<file path="config.mk">
export PLATFORM = sky130hd
export DESIGN_NAME = pcx_rle_line_encoder_top
export DESIGN_NICKNAME = d
export VERILOG_FILES = /design/src/sv/pcxrle_pkg.sv /design/src/sv/pcxrle_front.sv /design/src/sv/pcxrle_cmd_fifo.sv /design/src/sv/pcxrle_back.sv /design/src/sv/pcx_rle_line_encoder_top.sv
export SDC_FILE = /design/constraint.sdc
export NUM_CORES = 1
export LEC_CHECK = 0
export ABC_CLOCK_PERIOD_IN_PS = 3720
export BUFFER_PORTS_ARGS = -buffer_cell sky130_fd_sc_hd__buf_4
export CELL_PAD_IN_SITES_DETAIL_PLACEMENT = 0
export CELL_PAD_IN_SITES_GLOBAL_PLACEMENT = 2
export CORE_MARGIN = 2
export CORE_UTILIZATION = 41
export CTS_CLUSTER_DIAMETER = 200
export DETAILED_ROUTE_END_ITERATION = 16
export PLACE_DENSITY_LB_ADDON = 0.1
export SLEW_MARGIN = 30
export SYNTH_ARGS = -nofsm -noshare
export SYNTH_HDL_FRONTEND = slang
export SYNTH_HIERARCHICAL = 1
export SYNTH_SLANG_ARGS = --single-unit
</file>
<file path="constraint.sdc">
create_clock -name clock -period 3.72 [get_ports clock]
set_input_delay 0 -clock clock [delete_from_list [all_inputs] [get_ports clock]]
set_output_delay 0 -clock clock [all_outputs]
set_load 0.1 [all_outputs]
</file>
<file path="src/sv/pcxrle_pkg.sv">
// Shared types and constants of the PCX run-length line encoder.
package pcxrle_pkg;

   // Base of a count byte; values at or above it cannot be sent bare.
   localparam logic [7:0] CountBase = 8'hC0;

   // Depth of the command queue between the front and the back part.
   localparam int FifoDepth = 4;
   localparam int FifoPtrW  = 2;
   localparam int FifoCntW  = 3;

   // One input request: a pixel and its end-of-line flag.
   typedef struct packed {
      logic [7:0] pixel;
      logic       end_of_line;
   } req_type;

   // One encoded result byte with its markers.
   typedef struct packed {
      logic [7:0] code_byte;
      logic       last_of_item;
      logic       line_done;
   } rsp_type;

   // One closed run to be written out.
   typedef struct packed {
      logic       valid;
      logic [7:0] value;
      logic [5:0] len;
   } run_type;

   // Work handed from the front to the back: up to two runs per request.
   typedef struct packed {
      run_type first;
      run_type second;
      logic    eol;
   } cmd_type;

endpackage

</file>
<file path="src/sv/pcxrle_front.sv">
// Front part: tracks the open run and turns each request into run commands.
module pcxrle_front #(
   parameter int MAX_RUN = 63
) (
   input  logic                 clock,
   input  logic                 reset,
   input  logic                 accept,
   input  pcxrle_pkg::req_type  req,
   output logic                 cmd_push,
   output pcxrle_pkg::cmd_type  cmd
);

   localparam logic [5:0] MaxRun = 6'(MAX_RUN);

   logic [7:0] run_value_ff, run_value_in;
   logic [5:0] run_len_ff, run_len_in;

   logic       cont;
   logic [5:0] inc_len;
   logic [7:0] mid_value;
   logic [5:0] mid_len;

   // Classify the pixel against the open run and build the commands.
   always_comb begin
      cont         = (run_len_ff != 6'd0) && (req.pixel == run_value_ff);
      inc_len      = run_len_ff + 6'd1;
      cmd          = '0;
      cmd.eol      = req.end_of_line;
      mid_value    = run_value_ff;
      mid_len      = inc_len;
      if (cont) begin
         // A run that reaches the limit is closed at once.
         if (inc_len >= MaxRun) begin
            cmd.first.valid = 1'b1;
            cmd.first.value = run_value_ff;
            cmd.first.len   = inc_len;
            mid_len         = 6'd0;
         end
      end else begin
         // A different pixel closes the open run, if any, and opens a new one.
         cmd.first.valid = (run_len_ff != 6'd0);
         cmd.first.value = run_value_ff;
         cmd.first.len   = run_len_ff;
         mid_value       = req.pixel;
         mid_len         = 6'd1;
      end
      run_value_in = mid_value;
      run_len_in   = mid_len;
      // The line's last pixel flushes what is still open.
      if (req.end_of_line) begin
         cmd.second.valid = (mid_len != 6'd0);
         cmd.second.value = mid_value;
         cmd.second.len   = mid_len;
         run_value_in     = 8'd0;
         run_len_in       = 6'd0;
      end
      cmd_push = accept && (cmd.first.valid || cmd.second.valid);
   end

   // Run state.
   always_ff @(posedge clock) begin
      if (reset) begin
         run_value_ff <= 8'd0;
         run_len_ff   <= 6'd0;
      end else if (accept) begin
         run_value_ff <= run_value_in;
         run_len_ff   <= run_len_in;
      end
   end

endmodule

</file>
<file path="src/sv/pcxrle_cmd_fifo.sv">
// Short command queue between the front and the back part.
module pcxrle_cmd_fifo (
   input  logic                 clock,
   input  logic                 reset,
   input  logic                 push,
   input  pcxrle_pkg::cmd_type  push_data,
   input  logic                 pop,
   output pcxrle_pkg::cmd_type  head,
   output logic                 empty,
   output logic                 full
);

   pcxrle_pkg::cmd_type mem_ff [pcxrle_pkg::FifoDepth];

   logic [pcxrle_pkg::FifoPtrW-1:0] wr_ptr_ff, wr_ptr_in;
   logic [pcxrle_pkg::FifoPtrW-1:0] rd_ptr_ff, rd_ptr_in;
   logic [pcxrle_pkg::FifoCntW-1:0] count_ff, count_in;

   logic do_push;
   logic do_pop;

   // Status and pointer updates.
   always_comb begin
      empty     = (count_ff == '0);
      full      = (count_ff == pcxrle_pkg::FifoCntW'(pcxrle_pkg::FifoDepth));
      do_push   = push && !full;
      do_pop    = pop && !empty;
      wr_ptr_in = do_push ? wr_ptr_ff + 1'b1 : wr_ptr_ff;
      rd_ptr_in = do_pop ? rd_ptr_ff + 1'b1 : rd_ptr_ff;
      count_in  = count_ff;
      if (do_push && !do_pop) begin
         count_in = count_ff + 1'b1;
      end else if (do_pop && !do_push) begin
         count_in = count_ff - 1'b1;
      end
      head = mem_ff[rd_ptr_ff];
   end

   // Storage of queued commands.
   always_ff @(posedge clock) begin
      if (do_push) begin
         mem_ff[wr_ptr_ff] <= push_data;
      end
   end

   // Queue pointers and fill count.
   always_ff @(posedge clock) begin
      if (reset) begin
         wr_ptr_ff <= '0;
         rd_ptr_ff <= '0;
         count_ff  <= '0;
      end else begin
         wr_ptr_ff <= wr_ptr_in;
         rd_ptr_ff <= rd_ptr_in;
         count_ff  <= count_in;
      end
   end

endmodule

</file>
<file path="src/sv/pcxrle_back.sv">
// Back part: expands run commands into coded bytes, one per cycle while results are taken.
module pcxrle_back (
   input  logic                 clock,
   input  logic                 reset,
   input  pcxrle_pkg::cmd_type  head,
   input  logic                 head_empty,
   output logic                 head_pop,
   input  logic                 rsp_pop,
   output logic                 rsp_empty,
   output pcxrle_pkg::rsp_type  rsp_data
);

   logic [1:0]          step_ff, step_in;
   logic                out_valid_ff, out_valid_in;
   pcxrle_pkg::rsp_type out_ff, out_in;

   logic       lit_a, lit_b;
   logic [1:0] n_a, n_b;
   logic [2:0] total;
   logic       use_a;
   logic [1:0] pos;
   logic       lit_sel;
   logic [7:0] value_sel;
   logic [5:0] len_sel;
   logic [7:0] byte_sel;
   logic       last;
   logic       load;

   // Pick the byte at the current step of the head command.
   always_comb begin
      lit_a = (head.first.len == 6'd1) && (head.first.value < pcxrle_pkg::CountBase);
      lit_b = (head.second.len == 6'd1) && (head.second.value < pcxrle_pkg::CountBase);
      n_a   = head.first.valid ? (lit_a ? 2'd1 : 2'd2) : 2'd0;
      n_b   = head.second.valid ? (lit_b ? 2'd1 : 2'd2) : 2'd0;
      total = {1'b0, n_a} + {1'b0, n_b};
      use_a = (step_ff < n_a);
      pos   = use_a ? step_ff : step_ff - n_a;
      lit_sel   = use_a ? lit_a : lit_b;
      value_sel = use_a ? head.first.value : head.second.value;
      len_sel   = use_a ? head.first.len : head.second.len;
      // A run is a bare literal, or a count byte followed by the value.
      if (pos == 2'd0 && !lit_sel) begin
         byte_sel = pcxrle_pkg::CountBase + {2'b00, len_sel};
      end else begin
         byte_sel = value_sel;
      end
      last = ({1'b0, step_ff} + 3'd1 == total);
   end

   // Output register loads whenever it is free or being drained.
   always_comb begin
      load         = !head_empty && (!out_valid_ff || rsp_pop);
      head_pop     = load && last;
      step_in      = step_ff;
      out_valid_in = out_valid_ff;
      out_in       = out_ff;
      if (load) begin
         step_in             = last ? 2'd0 : step_ff + 2'd1;
         out_valid_in        = 1'b1;
         out_in.code_byte    = byte_sel;
         out_in.last_of_item = last;
         out_in.line_done    = last && head.eol;
      end else if (rsp_pop) begin
         out_valid_in = 1'b0;
      end
      rsp_empty = !out_valid_ff;
      rsp_data  = out_ff;
   end

   // Control state.
   always_ff @(posedge clock) begin
      if (reset) begin
         step_ff      <= 2'd0;
         out_valid_ff <= 1'b0;
      end else begin
         step_ff      <= step_in;
         out_valid_ff <= out_valid_in;
      end
   end

   // Result payload.
   always_ff @(posedge clock) begin
      out_ff <= out_in;
   end

endmodule

</file>
<file path="src/sv/pcx_rle_line_encoder_top.sv">
// Top level of the PCX run-length line encoder.
// Result bytes of a request pass through the command queue, then the result register.
// One request is accepted per cycle while the command queue has room; one result byte
// leaves per cycle while results are taken, and a request yields 0 to 4 bytes.
// The single-byte output port sets the sustained rate.
// Reset is synchronous and active high; it clears the open run and empties all queues.
module pcx_rle_line_encoder_top #(
   parameter int MAX_RUN = 63
) (
   input  logic                 clock,
   input  logic                 reset,
   input  logic                 req_push,
   output logic                 req_full,
   input  pcxrle_pkg::req_type  req_data,
   output logic                 rsp_empty,
   input  logic                 rsp_pop,
   output pcxrle_pkg::rsp_type  rsp_data
);

   logic                cmd_push;
   pcxrle_pkg::cmd_type cmd;
   pcxrle_pkg::cmd_type head;
   logic                head_empty;
   logic                head_pop;
   logic                accept;

   assign accept = req_push && !req_full;

   // Front part: run tracking.
   pcxrle_front #(
      .MAX_RUN(MAX_RUN)
   ) u_front (
      .clock    (clock),
      .reset    (reset),
      .accept   (accept),
      .req      (req_data),
      .cmd_push (cmd_push),
      .cmd      (cmd)
   );

   // Command queue.
   pcxrle_cmd_fifo u_fifo (
      .clock     (clock),
      .reset     (reset),
      .push      (cmd_push),
      .push_data (cmd),
      .pop       (head_pop),
      .head      (head),
      .empty     (head_empty),
      .full      (req_full)
   );

   // Back part: byte expansion and result register.
   pcxrle_back u_back (
      .clock      (clock),
      .reset      (reset),
      .head       (head),
      .head_empty (head_empty),
      .head_pop   (head_pop),
      .rsp_pop    (rsp_pop),
      .rsp_empty  (rsp_empty),
      .rsp_data   (rsp_data)
   );

endmodule

</file>
Yosys cells after proc, flatten, opt, wreduce, memory -nomap -nowiden
Memories as Yosys holds them, arrays and structs flattened. A register that Yosys moved wholly into a read port is not among the register bits.
Index checks and enable logic that the tools add are counted.
{"block": "totals", "mem_bits_ro": 0, "ram_bits": 124, "out_inout_bits": 12, "mem_count": 1, "register_bits": 34, "latchBits": 0}
{"name": "u_fifo.mem_ff", "depth": 4, "word_bits": 31, "read_ports": 1, "rd_clocked_by_memory_dff": 1, "write_ports": 1, "line_no": "pcxrle_cmd_fifo.sv:13", "source": "pcxrle_pkg::cmd_type mem_ff [pcxrle_pkg::FifoDepth];"}
{"block": "classes", "reduce_logical": 27, "div": 0, "n_eq_ne": 5, "n_mux": 26, "mul": 0, "n_bitwise": 0, "n_shift": 0, "magnitude_cmp": 4, "n_addsub": 10}
{"operator": "$mux 15", "n": 3}
{"operator": "$mux 8", "n": 4}
{"operator": "$mux 6", "n": 4}
{"operator": "$lt 8x8->1 const B", "n": 2}
{"operator": "$mux 2", "n": 8}
{"operator": "$logic_and 1x1->1", "n": 13}
{"operator": "$eq 6x1->1 const B", "n": 2}
{"operator": "$reduce_bool 6->1", "n": 2}
{"operator": "$add 7x7->8 const A", "n": 1}
{"operator": "$eq 8x8->1", "n": 1}
{"operator": "$add 2x1->2 const B", "n": 3}
{"operator": "$add 6x1->6 const B", "n": 1}
{"operator": "$ge 6x6->1 const B", "n": 1}
{"operator": "$logic_not 1->1", "n": 6}
{"operator": "$mux 3", "n": 2}
{"operator": "$mux 1", "n": 5}
{"operator": "$reduce_bool 2->1", "n": 2}
{"operator": "$add 2x1->3 const B", "n": 1}
{"operator": "$add 2x2->3", "n": 1}
{"operator": "$add 3x1->3 const B", "n": 1}
{"operator": "$eq 3x3->1", "n": 1}
{"operator": "$eq 3x3->1 const B", "n": 1}
{"operator": "$logic_not 3->1", "n": 1}
{"operator": "$sub 3x1->3 const B", "n": 1}
{"operator": "other kinds (4)", "n": 5}

Depth between registers and ports, before layout
{"block": "logic_depth", "depth_word": 13, "mapped_depth": 18, "ltp_nobuf": 17}

Hierarchy
The synthesis kept the hierarchy.
{"module": "pcxrle_cmd_fifo", "area_each_um2": 4944.7, "n_inst": 1, "seq_area_each_um2": 3903.7, "cells_each": 209}
{"module": "pcxrle_front", "area_each_um2": 1206.2, "n_inst": 1, "seq_area_each_um2": 280.3, "cells_each": 168}
{"module": "pcxrle_back", "area_each_um2": 847.1, "n_inst": 1, "seq_area_each_um2": 360.3, "cells_each": 67}
{"module": "pcx_rle_line_encoder_top", "area_each_um2": 13.8, "n_inst": 1, "seq_area_each_um2": 0.0, "cells_each": 1}

Least setup slack after synthesis
OpenSTA, ideal clock, no wires.
{"block": "synth_path", "path_type": "register -> register", "from": "register with a tool-made name", "to": "register u_fifo/count_ff[2] (netlist name)", "t_arrival_ns": 4.061, "path_buffers": 1, "stages_incl_launch_ff": 19, "path_slack_ns": -0.411, "t_required_ns": 3.650, "setup_time_ns": 0.070, "path_cell_list": "dfxtp_1 -> buf_6 -> mux4_2 -> nor4_1 -> nand4b_1 -> nor2_1 -> ha_1 -> inv_1 -> fa_1 -> xnor2_1 -> nor3_1 -> and2_1 -> o31ai_2 -> ha_1 -> inv_1 -> fa_1 -> xor2_1 -> or3_1 -> a21oi_1"}
{"item": "end signal, assigned", "line_no": "pcxrle_cmd_fifo.sv:55", "source": "count_ff <= count_in;"}
{"item": "end, declared", "line_no": "pcxrle_cmd_fifo.sv:17", "source": "logic [pcxrle_pkg::FifoCntW-1:0] count_ff, count_in;"}

==> results by group <==
Power and ir drop
  – Leak: 3.066 nW
  – Combinational share of power: between 20% and 30%
  – Net switching power: 0.001663 W
  – Int Pwr: 0.003661 W
  – Sequential share of power: between 40 and 50%
  – Power per Cell Area: 619.5 nW/um^2
  – Switching share of total power: a little under a third
  – Max VDD drop: ~0.54 mV
  – Final Total Pwr: about 0.0053 W
  – Clock power frac: between 30% and 40%

STA
  – RSZ-0062 raised after global routing: true
  – Final setup margin: -0.3788 ns
  – Final min period: between 4 and 5 ns
  – Final Hold Vio Count: 4
  – Worst Hold Slack: -0.02078 ns
  – Rel. slew slack: 56.58%
  – Fmax: between 200 and 250 MHz
  – Final period util: 110.2%
  – Setup violations, final: 2
  – Final TNS setup: -0.4679 ns
  – Slew Limit Fails: 0
  – Skew final: between 0.005 and 0.006 ns
  – Worst-Margin Slew: about 0.65 ns

Drt
  – DRT Pass-1 Iters: 4
  – Total number of vias: approximately 3,900
  – Detailed-route wire length: 15,230 microns
  – Routed wire per std cell: about 20 microns
  – # DRC: 0
  – Via/cell ratio: 5.136
  – Antenna-violating nets left: 0
  – Starting DRT DRC Count: 328

Yosys
  – Avg Cell Area, Syn: 15.76 sq um
  – Cell area after synthesis: 7012 sq um
  – Post-synth EDFFs: ~130
  – Mapped Nets: approximately 470
  – Yosys warns: 6
  – Synth top cells by count: edfxtp_1, nor2_1, mux4_2
  – Area leader, netlist: edfxtp_1
  – Post-synth cell types: 51
  – Seq cells post-synth: between 150 and 200
  – Post-synthesis sequential area ratio: between 60% and 70%
  – Most common cell in the synthesized netlist: edfxtp_1
  – Share of the synthesized area in the top cell type: 57.39%
  – Fraction of registers with async set/reset: 0%
  – Synth area leaders: edfxtp_1, mux4_2, dfxtp_1, mux4_1, nor2_1
  – Gate Count Post-Synth: about 450
  – Post-synth top flop: edfxtp_1

Place
  – Place WS: -0.6520 ns
  – Gpl congestion: 0.7722
  – # port buffers: 24
  – DP Wirelength: ~10,000 microns

Worst hold path
  – Hold_sp: reset
  – Worst hold stages: 2
  – HP Class: primary input to flip-flop
  – Hold Path Sink: u_fifo/count_ff[2]

Worst setup path
  – FF-to-FF End: u_fifo/count_ff[2]
  – R2r setup slk: -0.38 ns
  – Setup crit end kind: flip-flop
  – Arrival time at the worst endpoint: approximately 4.5 ns
  – Worst setup SP type: flip-flop
  – FF-to-FF path depth: 18
  – CP Class: flip-flop to flip-flop
  – Req. time, crit path: between 4 and 5 ns
  – Max FO, Critical Path: 5

Run
  – # Max-Cap Violations: 0

GRT
  – Largest net degree at the start of global routing: 32
  – All-Layer GR Usage: between 10% and 20%
  – Initial antenna violation count: 0
  – Number of global-route vias before repair: between 4,000 and 5,000
  – Gr ovfl total: 0
  – First-pass GRT wire length: 23,790 microns

Clocking
  – Root Buffer: clkbuf_16
  – Clock sinks: 160
  – Worst skew pair latency: 0.42 ns
  – Max clock buf depth: 2
  – Num CTS Buffers: 17
  – Worst-path clk slew: roughly 0.06 ns
  – CTS tree: done
  – H-tree levels: 4

Status
  – Outcome: finished, violations left
  – Failing checks: negative hold slack, negative setup slack

Finish
  – NumNets Final: between 500 and 600
  – Number of diodes: 0
  – Area Overhead vs Synth: 22.56%
  – Util after Layout: 51.64%
  – Share of layout cells above drive strength 1: about 27%

Floorplan
  – Die height: about 130 microns
  – Die width: about 130 microns
  – Top Ports: 25
  – Die area: between 15,000 and 20,000 sq um
  – Initial Util: 42.13%
  – CORE AREA: ~17,000 sq um
  – Row cnt: between 40 and 50
[flip-flops by register name, summed over array words and instances (netlist names), named ones only]
signal and count:
u_back/out_valid_ff 1, u_back/rsp_data 10, u_back/step_ff 2, u_fifo/count_ff 3
u_fifo/mem_ff 124, u_fifo/rd_ptr_ff 2, u_fifo/wr_ptr_ff 2, u_front/run_len_ff 6
u_front/run_value_ff 8
[power groups by stage]
stage	Sequential [W]	Clock, W	Combinational [W]
floorplan	0.00267	0	0.000590
global placement	0.00228	0	0.00138
detailed placement	0.00228	0	0.00138
CTS	0.00224	0.00164	0.00147
global route	0.00226	0.00172	0.00158
finish	0.00224	0.00160	0.00148
[stage by stage]
step                      area (sq um)  hold slack, ns  instances
final                             8593        -0.02078        765
after detailed placement          7655          0.3157        701
after floorplan                   7025         0.06907        445
after global routing              8593         0.01200        765
after CTS                         8574        -0.05016        766
after global placement            7655          0.3227        701
[layout make-up]
cell class                 instances  area, sq um
clock buffer                      22        444.2
timing repair buffer              90        843.3
fill                            1399         8049
sequential                       160         4548
clock inverter                     9        92.59
tap                              220        275.3
multi-input combinational        249         2333
inverter                          15        56.30
[critical path, stage by stage, from the launching register on]
cell and delay [ns]:
dfxtp_4 0.37, buf_6 0.13, mux4_2 0.55, nor4_4 0.32, nand4b_1 0.16, nor2_1 0.15
ha_2 0.19, inv_2 0.03, fa_1 0.46, xnor2_1 0.19, nor3_2 0.06, and2_4 0.17
o31ai_4 0.07, ha_4 0.18, inv_2 0.03, fa_1 0.36, xor2_1 0.16, or3_1 0.31
a21oi_1 0.14
[placed cells by master (no fill, tap or decap), types with 6 or more instances in the layout]
cell type,Yosys,final
mux4_2,30,36
edfxtp_1,134,134
dfxtp_1,26,25
nand3_1,7,7
buf_4,3,53
nor2b_1,12,12
ha_1,11,8
inv_1,15,13
a21oi_1,20,20
nor2_1,38,36
xor2_1,14,13
o21ai_0,6,6
dlygate4sd3_1,0,26
and2_1,15,14
nand2_1,25,25
buf_12,0,7
clkbuf_16,0,17
[metal layers]
layer | part of all wire, % | track usage (%) | vias to the layer above
li1 | - | - | 1864
met4 | 1.2 | 6.550 | 0
met2 | 49 | 28.93 | 88
met1 | 45 | 25.39 | 1967
met3 | 4.9 | 3.604 | 10
met5 | 0 | 0 | -
[timing repair]
item,CTS,global route
endpoints found under the hold margin,50,4
pin swaps,7,8
buffers inserted,14,2
setup endpoints to repair,10,10
hold buffers,25,2
resized for setup,20,11
[kinds of logic after synthesis]
kind of cell | Yosys count | synth area share [%]
muxes | 42 | 12.97
AOI/OAI and AO/OA | 44 | 4.301
buffers and inverters | 36 | 2.819
xor gates and xnor gates | 19 | 2.373
DFF | 160 | 64.81
adders and majority gates | 14 | 2.819
and+or+nand+nor | 130 | 9.904
[worst max path at each step]
stage | start | endpoint | slack, ns
2_1_floorplan | flip-flop | u_fifo/count_ff[2] | -0.35
3_3_place_gp | flip-flop | u_fifo/count_ff[2] | -0.51
3_5_place_dp | flip-flop | u_fifo/count_ff[2] | -0.65
4_1_cts | flip-flop | u_fifo/count_ff[2] | -0.46
5_1_grt | flip-flop | u_fifo/count_ff[2] | -0.59
6_report | flip-flop | u_fifo/count_ff[2] | -0.38
No activity file was read; power rests on OpenSTA's default activity.
